==> src/rtl/core/tmdq_pkg.sv <==
// Package: constants, types and helpers shared by the timestamp-matching delay queue.
`default_nettype none
package tmdq_pkg;

  localparam int unsigned DEPTH       = 16;
  localparam int unsigned HANDLE_BITS = 16;
  localparam int unsigned MAX_RESULTS = 16;
  localparam int unsigned TIME_W      = 64;
  localparam int unsigned QL_W        = 5;
  localparam int unsigned POS_W       = $clog2(DEPTH);
  localparam int unsigned CNT_W       = $clog2(DEPTH + 1);
  localparam int unsigned ENTRY_W     = HANDLE_BITS + TIME_W;
  localparam int unsigned DIFF_W      = 31;
  localparam logic [DIFF_W-1:0] INT_MAX = {DIFF_W{1'b1}};

  typedef enum logic [2:0] {
    CMD_PUSH   = 3'd0,
    CMD_INDEX  = 3'd1,
    CMD_NEAR   = 3'd2,
    CMD_RUN    = 3'd3,
    CMD_NEWEST = 3'd4
  } cmd_e;

  typedef enum logic [2:0] {
    ST_IDLE,
    ST_SCAN,
    ST_DRAIN,
    ST_RD,
    ST_WR,
    ST_NF
  } state_e;

  // Control from the sequencer to the nearest-timestamp search unit.
  typedef struct packed {
    logic             start;
    logic             rd_vld;
    logic [POS_W-1:0] rd_pos;
  } search_ctl_t;

  // Status from the search unit back to the sequencer.
  typedef struct packed {
    logic             busy;
    logic             hit;
    logic [POS_W-1:0] pos;
  } search_res_t;

  // Physical slot of a position counted from the oldest entry.
  function automatic logic [POS_W-1:0] slot_of(logic [POS_W-1:0] ptr,
                                                logic [POS_W-1:0] pos);
    logic [POS_W:0] sum;
    sum = {1'b0, ptr} + {1'b0, pos};
    if (sum >= (POS_W + 1)'(DEPTH)) begin
      sum = sum - (POS_W + 1)'(DEPTH);
    end
    return sum[POS_W-1:0];
  endfunction

endpackage
`default_nettype wire

==> src/rtl/core/tmdq_ram.sv <==
// Generic single-write, single-read RAM with registered read data.
`default_nettype none
module tmdq_ram #(
  parameter int unsigned Width = 8,
  parameter int unsigned Depth = 16,
  localparam int unsigned AddrW = $clog2(Depth)
) (
  input  wire logic             clk_i,
  input  wire logic             we_i,
  input  wire logic [AddrW-1:0] waddr_i,
  input  wire logic [Width-1:0] wdata_i,
  input  wire logic             re_i,
  input  wire logic [AddrW-1:0] raddr_i,
  output logic      [Width-1:0] rdata_o
);

  logic [Width-1:0] mem [Depth];
  logic [Width-1:0] rdata_q;

  always_ff @(posedge clk_i) begin
    if (we_i) begin
      mem[waddr_i] <= wdata_i;
    end
    if (re_i) begin
      rdata_q <= mem[raddr_i];
    end
  end

  assign rdata_o = rdata_q;

endmodule
`default_nettype wire

==> src/rtl/core/tmdq_search.sv <==
// Nearest-timestamp search: saturated distance stage followed by a best-so-far compare.
`default_nettype none
module tmdq_search (
  input  wire logic                                 clk_i,
  input  wire logic                                 rst_ni,
  input  wire tmdq_pkg::search_ctl_t                ctl_i,
  input  wire logic signed [tmdq_pkg::TIME_W-1:0]   target_i,
  input  wire logic signed [tmdq_pkg::TIME_W-1:0]   rd_time_i,
  output tmdq_pkg::search_res_t                     res_o
);
  import tmdq_pkg::*;

  logic [TIME_W:0]   diff;
  logic [31:0]       mag;
  logic              in_range;
  logic [DIFF_W-1:0] sat;

  logic              diff_vld_q;
  logic [DIFF_W-1:0] diff_q;
  logic [POS_W-1:0]  diff_pos_q;
  logic [DIFF_W-1:0] best_q, best_d;
  logic              hit_q, hit_d;
  logic [POS_W-1:0]  best_pos_q, best_pos_d;

  always_comb begin
    diff = {target_i[TIME_W-1], target_i} - {rd_time_i[TIME_W-1], rd_time_i};
    // Fits when bits 31 and up are a pure sign run; exclude -2^31 too.
    in_range = (diff[TIME_W:DIFF_W] == '0) ||
               ((diff[TIME_W:DIFF_W] == '1) && (diff[DIFF_W-1:0] != '0));
    mag = diff[TIME_W] ? (32'd0 - diff[31:0]) : diff[31:0];
    sat = in_range ? mag[DIFF_W-1:0] : INT_MAX;
  end

  always_comb begin
    best_d     = best_q;
    hit_d      = hit_q;
    best_pos_d = best_pos_q;
    if (ctl_i.start) begin
      best_d = INT_MAX;
      hit_d  = 1'b0;
    end else if (diff_vld_q && (diff_q < best_q)) begin
      best_d     = diff_q;
      hit_d      = 1'b1;
      best_pos_d = diff_pos_q;
    end
  end

  always_ff @(posedge clk_i or negedge rst_ni) begin
    if (!rst_ni) begin
      diff_vld_q <= 1'b0;
      hit_q      <= 1'b0;
    end else begin
      diff_vld_q <= ctl_i.rd_vld;
      hit_q      <= hit_d;
    end
  end

  always_ff @(posedge clk_i) begin
    diff_q     <= sat;
    diff_pos_q <= ctl_i.rd_pos;
    best_q     <= best_d;
    best_pos_q <= best_pos_d;
  end

  assign res_o.busy = diff_vld_q;
  assign res_o.hit  = hit_q;
  assign res_o.pos  = best_pos_q;

endmodule
`default_nettype wire

==> src/rtl/core/tmdq_ctrl.sv <==
// Sequencer: queue pointers, command decode, memory access and the result register.
`default_nettype none
module tmdq_ctrl (
  input  wire logic                                 clk_i,
  input  wire logic                                 rst_ni,
  // configuration
  input  wire logic                                 cfg_valid_i,
  input  wire logic [tmdq_pkg::QL_W-1:0]            cfg_data_i,
  // request
  input  wire logic                                 in_valid_i,
  output logic                                      in_ready_o,
  input  wire logic [2:0]                           in_cmd_i,
  input  wire logic [15:0]                          in_handle_i,
  input  wire logic signed [tmdq_pkg::TIME_W-1:0]   in_time_i,
  input  wire logic [3:0]                           in_index_i,
  input  wire logic [4:0]                           in_run_i,
  // memory
  output logic                                      ram_we_o,
  output logic [tmdq_pkg::POS_W-1:0]                ram_waddr_o,
  output logic [tmdq_pkg::ENTRY_W-1:0]              ram_wdata_o,
  output logic                                      ram_re_o,
  output logic [tmdq_pkg::POS_W-1:0]                ram_raddr_o,
  input  wire logic [tmdq_pkg::ENTRY_W-1:0]         ram_rdata_i,
  // search unit
  output tmdq_pkg::search_ctl_t                     search_ctl_o,
  output logic signed [tmdq_pkg::TIME_W-1:0]        target_o,
  input  wire tmdq_pkg::search_res_t                search_res_i,
  // result
  output logic                                      out_valid_o,
  input  wire logic                                 out_ready_i,
  output logic                                      out_found_o,
  output logic                                      out_evicted_o,
  output logic [15:0]                               out_handle_o,
  output logic signed [tmdq_pkg::TIME_W-1:0]        out_time_o,
  output logic [4:0]                                out_count_o,
  output logic                                      out_last_o
);
  import tmdq_pkg::*;

  state_e                   state_q, state_d;
  logic [POS_W-1:0]         ptr_q, ptr_d;
  logic [CNT_W-1:0]         cnt_q, cnt_d;
  logic [QL_W-1:0]          ql_q;
  cmd_e                     cmd_q, cmd_d;
  logic [HANDLE_BITS-1:0]   hold_handle_q, hold_handle_d;
  logic signed [TIME_W-1:0] hold_time_q, hold_time_d;
  logic [4:0]               run_q, run_d;
  logic [POS_W-1:0]         pos_q, pos_d;
  logic [CNT_W-1:0]         left_q, left_d;
  logic                     dir_q, dir_d;
  logic                     evict_q, evict_d;
  logic                     fwd_q, fwd_d;
  logic                     rd_pend_q, rd_pend_d;
  logic [POS_W-1:0]         rd_pos_q, rd_pos_d;

  logic                     out_valid_q, out_valid_d;
  logic                     out_found_q, out_evicted_q, out_last_q;
  logic [15:0]              out_handle_q;
  logic signed [TIME_W-1:0] out_time_q;
  logic [4:0]               out_count_q;

  logic                     load;
  logic                     load_found;
  logic                     load_last;
  logic [HANDLE_BITS-1:0]   load_handle;
  logic signed [TIME_W-1:0] load_time;
  logic                     out_free;
  logic [CNT_W-1:0]         eff;
  logic                     start;

  assign out_free = !out_valid_q || out_ready_i;

  // Clamp the queue length to 1..DEPTH.
  always_comb begin
    if (ql_q == '0) begin
      eff = CNT_W'(1);
    end else if (int'(ql_q) > int'(DEPTH)) begin
      eff = CNT_W'(DEPTH);
    end else begin
      eff = CNT_W'(ql_q);
    end
  end

  always_comb begin
    int avail;
    int n;
    avail = 0;
    n     = 0;

    state_d       = state_q;
    ptr_d         = ptr_q;
    cnt_d         = cnt_q;
    cmd_d         = cmd_q;
    hold_handle_d = hold_handle_q;
    hold_time_d   = hold_time_q;
    run_d         = run_q;
    pos_d         = pos_q;
    left_d        = left_q;
    dir_d         = dir_q;
    evict_d       = evict_q;
    fwd_d         = fwd_q;
    rd_pend_d     = 1'b0;
    rd_pos_d      = rd_pos_q;
    start         = 1'b0;

    ram_we_o      = 1'b0;
    ram_waddr_o   = slot_of(ptr_q, POS_W'(cnt_q));
    ram_wdata_o   = {HANDLE_BITS'(in_handle_i), in_time_i};
    ram_re_o      = 1'b0;
    ram_raddr_o   = slot_of(ptr_q, pos_q);

    load          = 1'b0;
    load_found    = 1'b1;
    load_last     = 1'b0;
    load_handle   = fwd_q ? hold_handle_q : ram_rdata_i[ENTRY_W-1:TIME_W];
    load_time     = fwd_q ? hold_time_q : ram_rdata_i[TIME_W-1:0];

    in_ready_o    = (state_q == ST_IDLE);

    unique case (state_q)
      ST_IDLE: begin
        if (in_valid_i) begin
          cmd_d         = cmd_e'(in_cmd_i);
          hold_handle_d = HANDLE_BITS'(in_handle_i);
          hold_time_d   = in_time_i;
          run_d         = in_run_i;
          evict_d       = 1'b0;
          fwd_d         = 1'b0;
          dir_d         = 1'b0;
          priority case (cmd_e'(in_cmd_i))
            CMD_PUSH: begin
              ram_we_o = 1'b1;
              if ((CNT_W + 1)'(cnt_q) + (CNT_W + 1)'(1) >= (CNT_W + 1)'(eff)) begin
                // Read the oldest slot; when the queue was empty it is the new entry.
                ram_re_o    = 1'b1;
                ram_raddr_o = ptr_q;
                fwd_d       = (cnt_q == '0);
                evict_d     = 1'b1;
                left_d      = CNT_W'(1);
                ptr_d       = slot_of(ptr_q, POS_W'(1));
                state_d     = ST_WR;
              end else begin
                cnt_d = cnt_q + CNT_W'(1);
              end
            end
            CMD_INDEX: begin
              if (int'(in_index_i) < int'(cnt_q)) begin
                pos_d   = POS_W'(in_index_i);
                left_d  = CNT_W'(1);
                state_d = ST_RD;
              end else begin
                state_d = ST_NF;
              end
            end
            CMD_NEAR, CMD_RUN: begin
              if (cnt_q == '0) begin
                state_d = ST_NF;
              end else begin
                start   = 1'b1;
                pos_d   = POS_W'(cnt_q - CNT_W'(1));
                state_d = ST_SCAN;
              end
            end
            CMD_NEWEST: begin
              n = (int'(in_run_i) < int'(cnt_q)) ? int'(in_run_i) : int'(cnt_q);
              if (n > int'(MAX_RESULTS)) begin
                n = int'(MAX_RESULTS);
              end
              if (n == 0) begin
                state_d = ST_NF;
              end else begin
                pos_d   = POS_W'(cnt_q - CNT_W'(1));
                dir_d   = 1'b1;
                left_d  = CNT_W'(n);
                state_d = ST_RD;
              end
            end
            default: begin
              state_d = ST_NF;
            end
          endcase
        end
      end

      // Walk newest to oldest, one read per cycle.
      ST_SCAN: begin
        ram_re_o  = 1'b1;
        rd_pend_d = 1'b1;
        rd_pos_d  = pos_q;
        if (pos_q == '0) begin
          state_d = ST_DRAIN;
        end else begin
          pos_d = pos_q - POS_W'(1);
        end
      end

      ST_DRAIN: begin
        if (!rd_pend_q && !search_res_i.busy) begin
          if (!search_res_i.hit) begin
            state_d = ST_NF;
          end else begin
            avail = int'(cnt_q) - int'(search_res_i.pos);
            if (cmd_q == CMD_NEAR) begin
              n = 1;
            end else begin
              n = (int'(run_q) < avail) ? int'(run_q) : avail;
            end
            if (n > int'(MAX_RESULTS)) begin
              n = int'(MAX_RESULTS);
            end
            if (n == 0) begin
              state_d = ST_NF;
            end else begin
              pos_d   = search_res_i.pos;
              left_d  = CNT_W'(n);
              state_d = ST_RD;
            end
          end
        end
      end

      ST_RD: begin
        ram_re_o = 1'b1;
        state_d  = ST_WR;
      end

      ST_WR: begin
        if (out_free) begin
          load      = 1'b1;
          load_last = (left_q == CNT_W'(1));
          left_d    = left_q - CNT_W'(1);
          pos_d     = dir_q ? (pos_q - POS_W'(1)) : (pos_q + POS_W'(1));
          state_d   = (left_q == CNT_W'(1)) ? ST_IDLE : ST_RD;
        end
      end

      ST_NF: begin
        if (out_free) begin
          load        = 1'b1;
          load_found  = 1'b0;
          load_last   = 1'b1;
          load_handle = '0;
          load_time   = '0;
          state_d     = ST_IDLE;
        end
      end

      default: begin
        state_d = ST_IDLE;
      end
    endcase
  end

  always_comb begin
    out_valid_d = out_valid_q && !out_ready_i;
    if (load) begin
      out_valid_d = 1'b1;
    end
  end

  always_ff @(posedge clk_i or negedge rst_ni) begin
    if (!rst_ni) begin
      state_q     <= ST_IDLE;
      ptr_q       <= '0;
      cnt_q       <= '0;
      ql_q        <= QL_W'(1);
      rd_pend_q   <= 1'b0;
      out_valid_q <= 1'b0;
    end else begin
      state_q     <= state_d;
      ptr_q       <= ptr_d;
      cnt_q       <= cnt_d;
      rd_pend_q   <= rd_pend_d;
      out_valid_q <= out_valid_d;
      if (cfg_valid_i) begin
        ql_q <= cfg_data_i;
      end
    end
  end

  always_ff @(posedge clk_i) begin
    cmd_q         <= cmd_d;
    hold_handle_q <= hold_handle_d;
    hold_time_q   <= hold_time_d;
    run_q         <= run_d;
    pos_q         <= pos_d;
    left_q        <= left_d;
    dir_q         <= dir_d;
    evict_q       <= evict_d;
    fwd_q         <= fwd_d;
    rd_pos_q      <= rd_pos_d;
    if (load) begin
      out_found_q   <= load_found;
      out_evicted_q <= load_found && evict_q;
      out_handle_q  <= 16'(load_handle);
      out_time_q    <= load_time;
      out_count_q   <= 5'(cnt_q);
      out_last_q    <= load_last;
    end
  end

  assign search_ctl_o.start  = start;
  assign search_ctl_o.rd_vld = rd_pend_q;
  assign search_ctl_o.rd_pos = rd_pos_q;
  assign target_o            = hold_time_q;

  assign out_valid_o   = out_valid_q;
  assign out_found_o   = out_found_q;
  assign out_evicted_o = out_evicted_q;
  assign out_handle_o  = out_handle_q;
  assign out_time_o    = out_time_q;
  assign out_count_o   = out_count_q;
  assign out_last_o    = out_last_q;

endmodule
`default_nettype wire

==> src/rtl/core/timestamp_matching_delay_queue_top.sv <==
// Top level of the timestamp-matching delay queue: stream ports, entry memory and search unit.
//
//  channel  | direction | handshake               | payload
//  ---------+-----------+-------------------------+-----------------------------------------
//  cfg      | in        | cfg_valid_i/cfg_ready_o | cfg_data_i = queue_length
//  s_axis   | in        | s_axis_tvalid/tready    | request: push or one of four queries
//  m_axis   | out       | m_axis_tvalid/tready    | result entries, tlast on the final one
//
// One request is worked at a time; a new one is taken while the last result still waits.
// A push without eviction gives no result; a push with eviction returns the evicted entry.
// Nearest and run-from-nearest: one memory read per stored entry, then a read state and a
// write state per result. Index and newest run: read and write per result; a miss answers not-found.
// Reset clears pointers, count and control; data read from an unwritten entry is never used.
// A stalled result port holds the sequencer in place; no request is lost.
`default_nettype none
module timestamp_matching_delay_queue_top (
  input  wire logic        clk_i,
  input  wire logic        rst_ni,
  input  wire logic        cfg_valid_i,
  output logic             cfg_ready_o,
  input  wire logic [4:0]  cfg_data_i,
  input  wire logic        s_axis_tvalid,
  output logic             s_axis_tready,
  input  wire logic [95:0] s_axis_tdata,   // buffer_handle, capture_time, entry_index, run_length
  input  wire logic [2:0]  s_axis_tuser,   // cmd
  output logic             m_axis_tvalid,
  input  wire logic        m_axis_tready,
  output logic [87:0]      m_axis_tdata,   // out_handle, out_time, stored_count
  output logic [1:0]       m_axis_tuser,   // found, evicted
  output logic             m_axis_tlast
);
  import tmdq_pkg::*;

  logic                     ram_we;
  logic [POS_W-1:0]         ram_waddr;
  logic [ENTRY_W-1:0]       ram_wdata;
  logic                     ram_re;
  logic [POS_W-1:0]         ram_raddr;
  logic [ENTRY_W-1:0]       ram_rdata;
  search_ctl_t              search_ctl;
  search_res_t              search_res;
  logic signed [TIME_W-1:0] target;
  logic                     out_found;
  logic                     out_evicted;
  logic [15:0]              out_handle;
  logic signed [TIME_W-1:0] out_time;
  logic [4:0]               out_count;

  assign cfg_ready_o = 1'b1;

  tmdq_ram #(
    .Width (ENTRY_W),
    .Depth (DEPTH)
  ) u_ram (
    .clk_i   (clk_i),
    .we_i    (ram_we),
    .waddr_i (ram_waddr),
    .wdata_i (ram_wdata),
    .re_i    (ram_re),
    .raddr_i (ram_raddr),
    .rdata_o (ram_rdata)
  );

  tmdq_search u_search (
    .clk_i     (clk_i),
    .rst_ni    (rst_ni),
    .ctl_i     (search_ctl),
    .target_i  (target),
    .rd_time_i (ram_rdata[TIME_W-1:0]),
    .res_o     (search_res)
  );

  tmdq_ctrl u_ctrl (
    .clk_i         (clk_i),
    .rst_ni        (rst_ni),
    .cfg_valid_i   (cfg_valid_i),
    .cfg_data_i    (cfg_data_i),
    .in_valid_i    (s_axis_tvalid),
    .in_ready_o    (s_axis_tready),
    .in_cmd_i      (s_axis_tuser),
    .in_handle_i   (s_axis_tdata[15:0]),
    .in_time_i     (s_axis_tdata[79:16]),
    .in_index_i    (s_axis_tdata[83:80]),
    .in_run_i      (s_axis_tdata[88:84]),
    .ram_we_o      (ram_we),
    .ram_waddr_o   (ram_waddr),
    .ram_wdata_o   (ram_wdata),
    .ram_re_o      (ram_re),
    .ram_raddr_o   (ram_raddr),
    .ram_rdata_i   (ram_rdata),
    .search_ctl_o  (search_ctl),
    .target_o      (target),
    .search_res_i  (search_res),
    .out_valid_o   (m_axis_tvalid),
    .out_ready_i   (m_axis_tready),
    .out_found_o   (out_found),
    .out_evicted_o (out_evicted),
    .out_handle_o  (out_handle),
    .out_time_o    (out_time),
    .out_count_o   (out_count),
    .out_last_o    (m_axis_tlast)
  );

  assign m_axis_tdata = {3'b000, out_count, out_time, out_handle};
  assign m_axis_tuser = {out_evicted, out_found};

endmodule
`default_nettype wire
==> config.mk <==
export PLATFORM = sky130hd
export DESIGN_NAME = timestamp_matching_delay_queue_top
export DESIGN_NICKNAME = d
export VERILOG_FILES = /design/src/rtl/core/tmdq_pkg.sv /design/src/rtl/core/tmdq_ram.sv /design/src/rtl/core/tmdq_search.sv /design/src/rtl/core/tmdq_ctrl.sv /design/src/rtl/core/timestamp_matching_delay_queue_top.sv
export SDC_FILE = /design/constraint.sdc
export NUM_CORES = 2
export LEC_CHECK = 0
export BUFFER_PORTS_ARGS = -buffer_cell sky130_fd_sc_hd__buf_2
export CAP_MARGIN = 15
export CORE_MARGIN = 2
export CORE_UTILIZATION = 40
export CTS_CLUSTER_SIZE = 25
export DETAILED_ROUTE_END_ITERATION = 12
export PLACE_DENSITY = 0.52
export SKIP_LAST_GASP = 1
export SYNTH_ARGS = -nofsm -noshare
export SYNTH_HDL_FRONTEND = slang
export SYNTH_SLANG_ARGS = --single-unit
==> constraint.sdc <==
create_clock -name clk_i -period 22.9 [get_ports clk_i]
set_clock_uncertainty 0.15 [all_clocks]
set_input_delay 0 -clock clk_i [delete_from_list [all_inputs] [get_ports clk_i]]
set_output_delay 0 -clock clk_i [all_outputs]
set_load 0.005 [all_outputs]
# ---- Yosys cells after proc, flatten, opt, wreduce, memory -nomap -nowiden
# Memories as Yosys holds them, arrays and structs flattened. A register that Yosys moved wholly into a read port is not among the register bits.
# Cells that the tools add are included.
# Widths: inputs -> output; s select.
dict set report op_classes {
  bitwise_logic 2
  reduce_logical 34
  n_eq_ne 26
  n_addsub 15
  order_cmp 11
  muxes 90
}
# op count
set ops {}
lappend ops {{$mux 32} 13}
lappend ops {{$mux 64} 3}
lappend ops {{$mux 4} 17}
lappend ops {{$sub 64x64->65} 1}
lappend ops {{$gt 32x6->1 const B} 2}
lappend ops {{$logic_not 32->1} 2}
lappend ops {{$mux 5} 11}
lappend ops {{$mux 16} 3}
lappend ops {{$eq 34x34->1 const B} 1}
lappend ops {{$logic_not 34->1} 1}
lappend ops {{$mux 3} 11}
lappend ops {{$lt 6x32->1} 1}
lappend ops {{$lt 31x31->1} 1}
lappend ops {{$mux 31} 1}
lappend ops {{$reduce_bool 31->1} 1}
lappend ops {{$sub 1x31->31 const A} 1}
lappend ops {{$pmux 5 s3} 2}
lappend ops {{$mux 1} 22}
lappend ops {{$sub 4x1->4 const B} 5}
lappend ops {{$pmux 3 s6} 1}
lappend ops {{$pmux 4 s4} 1}
lappend ops {{$eq 3x2->1 const B} 5}
lappend ops {{$ge 5x5->1 const B} 3}
lappend ops {{$pmux 3 s4} 1}
lappend ops {{38 further kinds} 68}
dict set report totals {
  elab_cells 207
  output_inout_bits 94
  mem_count 1
  mem_bits_rw 1280
  regBits 283
}
# name words width rd rd_clocked_by_memory_dff wr line_no
set memory_table {}
lappend memory_table {u_ram.mem 16 80 1 1 1 tmdq_ram.sv:17} ;# logic [Width-1:0] mem [Depth];

# ---- Logic depth before layout (Yosys ltp)
dict set report depth {
  word_depth 17
  ltp_mapped 18
}

# ---- Cells and area by module
# A second synthesis with hierarchy kept.
dict set report unflattened {
  cells_unflattened 4103
  area_unflattened_um2 69549.2
}
# mod area_per_inst_um2 cells_each seq_area_each_um2 n_inst
set modules_own_cells {}
lappend modules_own_cells {tmdq_ram 50223.2 2054 40839.2 1}
lappend modules_own_cells {tmdq_ctrl 10451.3 825 6242.2 1}
lappend modules_own_cells {tmdq_search 8822.2 1216 1491.4 1}
lappend modules_own_cells {timestamp_matching_delay_queue_top 52.6 8 0.0 1}

# ---- Worst setup path before layout
# No wires, ideal clock.
dict set report synth_timing {
  kind {register -> register}
  from {register u_ctrl.state_q[1]}
  to {memory u_ram.mem[0][0] (netlist name), enable pin}
  setup_slack_ps 15416
  n_path_buf 1
  stages_incl_launch_ff 8
  synth_period_minus_slack_ps 7484
  arrival_ps 6815
  setup_ps 519
  cell_sequence {dfrtp_1 > clkbuf_1 > nor3_1 > nand2_1 > inv_1 > nand2_1 > or3_1 > nor2_1}
}
dict set report synth_between {
  elab_chain_cells 4
}
# element line_no
set synth_rtl {}
lappend synth_rtl {{start: declaration} tmdq_ctrl.sv:40} ;# state_e state_q, state_d;
lappend synth_rtl {{start signal: assignment} tmdq_ctrl.sv:270} ;# state_q <= state_d;
lappend synth_rtl {{$logic_not 3->1} -}
lappend synth_rtl {{net s_axis_tready} timestamp_matching_delay_queue_top.sv:23} ;# output logic s_axis_tready,
lappend synth_rtl {{$mux 1} tmdq_ctrl.sv:120} ;# unique case (state_q)
lappend synth_rtl {{$mux 1} tmdq_ram.sv:21} ;# if (we_i) begin
lappend synth_rtl {{$mux 1 (not written as such)} tmdq_ram.sv:22} ;# mem[waddr_i] <= wdata_i;
lappend synth_rtl {{end: declaration} tmdq_ram.sv:17}
# The timed path passes the listed nets, and every way through them passes these cells.

# ---- Final worst setup path
dict set report layout_timing {
  from {register u_ctrl.cnt_q[1]}
  to {register u_ram.rdata_q[68], in the netlist u_ram.rdata_o[68], read port of u_ram.mem (data pin)}
}
dict set report layout_between {
  elab_chain_cells 6
  word_cells_on_any_way 10
  cone_classes {add/sub (1); order compare (1); mux (8)}
}
# element line_no
set layout_rtl {}
lappend layout_rtl {{start: declaration} tmdq_ctrl.sv:42} ;# logic [CNT_W-1:0] cnt_q, cnt_d;
lappend layout_rtl {{start signal: assignment} tmdq_ctrl.sv:272} ;# cnt_q <= cnt_d;
lappend layout_rtl {{$add 5x1->6 (*)} tmdq_ctrl.sv:133} ;# if ((CNT_W + 1)'(cnt_q) + (CNT_W + 1)'(1) >= (CNT_W + 1)'(eff)) begin
lappend layout_rtl {{$ge 6x5->1 (*)} tmdq_ctrl.sv:133}
lappend layout_rtl {{$mux 1 or $mux 4 (tied branches)} tmdq_ctrl.sv:133}
lappend layout_rtl {{$mux 1 or $mux 4 (tied branches)} tmdq_ctrl.sv:130} ;# priority case (cmd_e'(in_cmd_i))
lappend layout_rtl {{$mux 1 or $mux 4 (tied branches)} tmdq_ctrl.sv:122} ;# if (in_valid_i) begin
lappend layout_rtl {{$pmux 1 s2 or $mux 4 (tied branches)} tmdq_ctrl.sv:120}
lappend layout_rtl {{end: declaration} tmdq_ram.sv:18} ;# logic [Width-1:0] rdata_q;
# Mark *: on every way between the ends. The rest lies on a longest branch, timed or not.
# A chain may end at the register's enable or synchronous reset.

==> run metrics <==
final setup violation count 0; Yosys top cell area share 0.671; Rows 153; setup_tns 0 ns; placed cell area 73500 sq um; gr usage total 0.209; DRC 0; Avg Cell Area, Syn 17.4 sq um; Final Power 12.2 mW; #FFs+latches synth 1643; Slew @ Worst Pin 1.17 ns; Die Span Y 421 microns; r2r startpoint u_ctrl.cnt_q[1]$_DFFE_PN0P_; largest net degree at the start of global routing 157; antenna viol nets, final 0; most frequent cells in the layout edfxtp_1, mux2i_1, mux4_2; Final nets 4698; final core occ 0.469; hold_buf cts 213; routed vias/inst 5.51; fin crit share 0.339; post-synthesis sequential area ratio 0.698; hold_sp s_axis_tvalid; RSZ-0062 raised after global routing false; IO Pins 203; per-cell routed wire length 26.9 microns; Max-Cap Viols 0; Post-Syn Area 69600 sq um; port buffer count 191; clock slew at reported path FFs 0.06 ns; grt ovf 0; Worst R2R Setup Slack 15.14 ns; leading area contributor after synthesis edfxtp_1; Peak VDD IR 0.000285 V; Initial DRC Count 3509; Mapped Cells 4003; share of cells above drive strength 1 0.196; Synthesis Warnings 0; post-cts gate resize count 0; Die W 421 microns; core area 173000 sq um; Netlist cell types 84; final worst slack 15.14 ns; CP Max Fanout 104; Fin. Hold Viols 0; Max Slew Vio Count 0; pre-CTS setup slack 14.82 ns; Min Hold Slack 0.0680 ns; initial antenna violation count 9; CTS tree done; total routed wirelength 186000 microns; Post-synth EDFFs 1556; most common flop cell mapped by yosys edfxtp_1; first-pass GRT wire length 270000 microns; Area Overhead vs Synth 16.8%; crit path from u_ctrl.cnt_q[1]$_DFFE_PN0P_; Cell Pwr Density 150 nW/um^2; outcome finished, final reports clean; Die ar. 177000 sq um; worst hold path class in2reg; Non-Filler Instances 6928; Leak 28.1 nW; clock sink total 1643; Fmax 0.129 GHz; Crit Path Class reg2reg; top post-synthesis cells by area edfxtp_1, mux4_2, mux2i_1, ha_1, dfxtp_1; CP startpoint kind flop; initial core utilization 0.401; root buf cell clkbuf_16; drt first pass iters 5; vias 38200; post-DP HPWL 104000 microns; WP data arrival 8.15 ns; htree depth 4; Critical Path End Type flop; number of global-route vias before repair 38900; setup repair bufs after CTS 0; global placer's final weighted congestion 0.873; Num CTS Buffers 176; WP data required 23.29 ns; fraction of registers with async set/reset 0.0128; clock latency on the worst-skew pair 0.84 ns; Clock Tree Buf Depth 3; commonest non-fill, non-tap cell in the layout edfxtp_1; dpl cells 6390; clock period minus worst slack 7.76 ns; slew margin rel. 0.219; Final Cell Area 81300 sq um
-- sequential cells by signal (all words and copies together), names as in the netlist, 3 cells and up --
register / cells
u_search.diff_q: 31
u_search.diff_pos_q: 4
u_ram.mem: 1280
u_ram.rdata_o: 80
u_ctrl.out_time_o: 64
u_ctrl.state_q: 3
u_search.best_q: 31
u_ctrl.target_o: 64
u_ctrl.out_handle_o: 16
u_ctrl.hold_handle_q: 16
u_ctrl.out_count_o: 5
u_ctrl.cmd_q: 3
u_ctrl.ql_q: 5
u_ctrl.left_q: 5
u_ctrl.pos_q: 4
u_ctrl.rd_pos_q: 4
u_ctrl.cnt_q: 5
u_search.best_pos_q: 4
u_ctrl.run_q: 5
u_ctrl.ptr_q: 4
-- power breakdown --
part	internal (mW)	switching [mW]	leakage (nW)
logic	2.43	3.16	10.4
registers	3.69	0.145	14.9
clock network	1.59	1.20	2.76
-- logic make-up (layout without fill, tap and decap cells) --
kind of cell / after synthesis / in the layout / share of synthesized area
and+or+nand+nor: 583 / 583 / 0.0404
adders and majority gates: 133 / 133 / 0.0243
other: 2 / 9 / 0.000108
xor gates and xnor gates: 103 / 103 / 0.0130
muxes: 665 / 665 / 0.153
AOI/OAI and AO/OA: 536 / 536 / 0.0515
buffers and inverters: 338 / 931 / 0.0197
DFF: 1643 / 1643 / 0.698
-- routing by layer --
| metal | global-route usage | wire [microns] | vias to the layer above |
|---|---|---|---|
| met2 | 0.343 | 90700 | 995 |
| met1 | 0.288 | 82100 | 20000 |
| li1 | - | - | 17000 |
| met3 | 0.0324 | 8920 | 260 |
| met5 | 0 | 49 | - |
| met4 | 0.0588 | 4490 | 8 |
-- synthesized netlist by cell type, types with 7 or more instances --
cell          n
or4_1         7
mux2i_1     337
a31oi_1      21
o21ai_2      29
or2_2         8
nor2_1      204
dfxtp_1      66
buf_1        29
inv_1       141
buf_2        39
mux2_2        8
nand2b_1     24
nand4_1      55
or3_1        13
o2111ai_1     7
and2_1        8
a21o_1       47
nor4_1        9
o211ai_1     73
nor3_1       48
o221ai_1      7
ha_1        129
edfxtp_1   1556
mux4_2      320
clkbuf_1    118
o21ai_0      91
dfrtp_1      20
a211oi_1     19
o31ai_1       8
o21a_1       20
xor2_1       45
nand2_1     133
a211o_1      11
a21oi_1     131
and3_1       11
nand3_1      26
o21ai_1       7
nor2b_1      11
xnor2_1      58
-- final timing paths --
kind / cells past startpoint / end
setup reg to reg: 17 / u_ram.rdata_o[68]$_DFFE_PP_
hold reg to reg: 0 / u_search.diff_pos_q[3]$_DFF_P_
min in group asynchronous: 4 / u_ctrl.state_q[1]$_DFFE_PN0P_
setup / recovery: 17 / u_ram.rdata_o[68]$_DFFE_PP_
hold / removal: 4 / u_ctrl.cnt_q[0]$_DFFE_PN0P_
max in group asynchronous: 4 / u_ctrl.ql_q[0]$_DFFE_PN1P_
-- cell type report --
type | instances | area [sq um]
clock inverter | 99 | 1000
antenna | 5 | 12.5
timing repair buffer | 469 | 3690
inverter | 142 | 538
sequential | 1643 | 48600
fill | 15000 | 92200
multi-input combinational | 2024 | 19900
tap | 2325 | 2910
clock buffer | 221 | 4660
-- worst max-delay path, cell delays in order (launching register included) --
cell and delay [ns]:
dfrtp_1 0.64, inv_1 0.20, ha_1 0.38, ha_1 0.31
a21oi_1 0.13, nor2b_1 0.06, o21ai_0 0.15, nand2b_1 0.08
a211oi_1 0.72, nand2b_1 0.59, mux2i_4 0.33, buf_4 0.52
buf_4 0.74, buf_12 0.70, buf_4 0.81, mux4_2 0.61
mux2i_1 0.16, mux2i_1 0.09
Note: power is estimated with default switching activity, not from simulation.
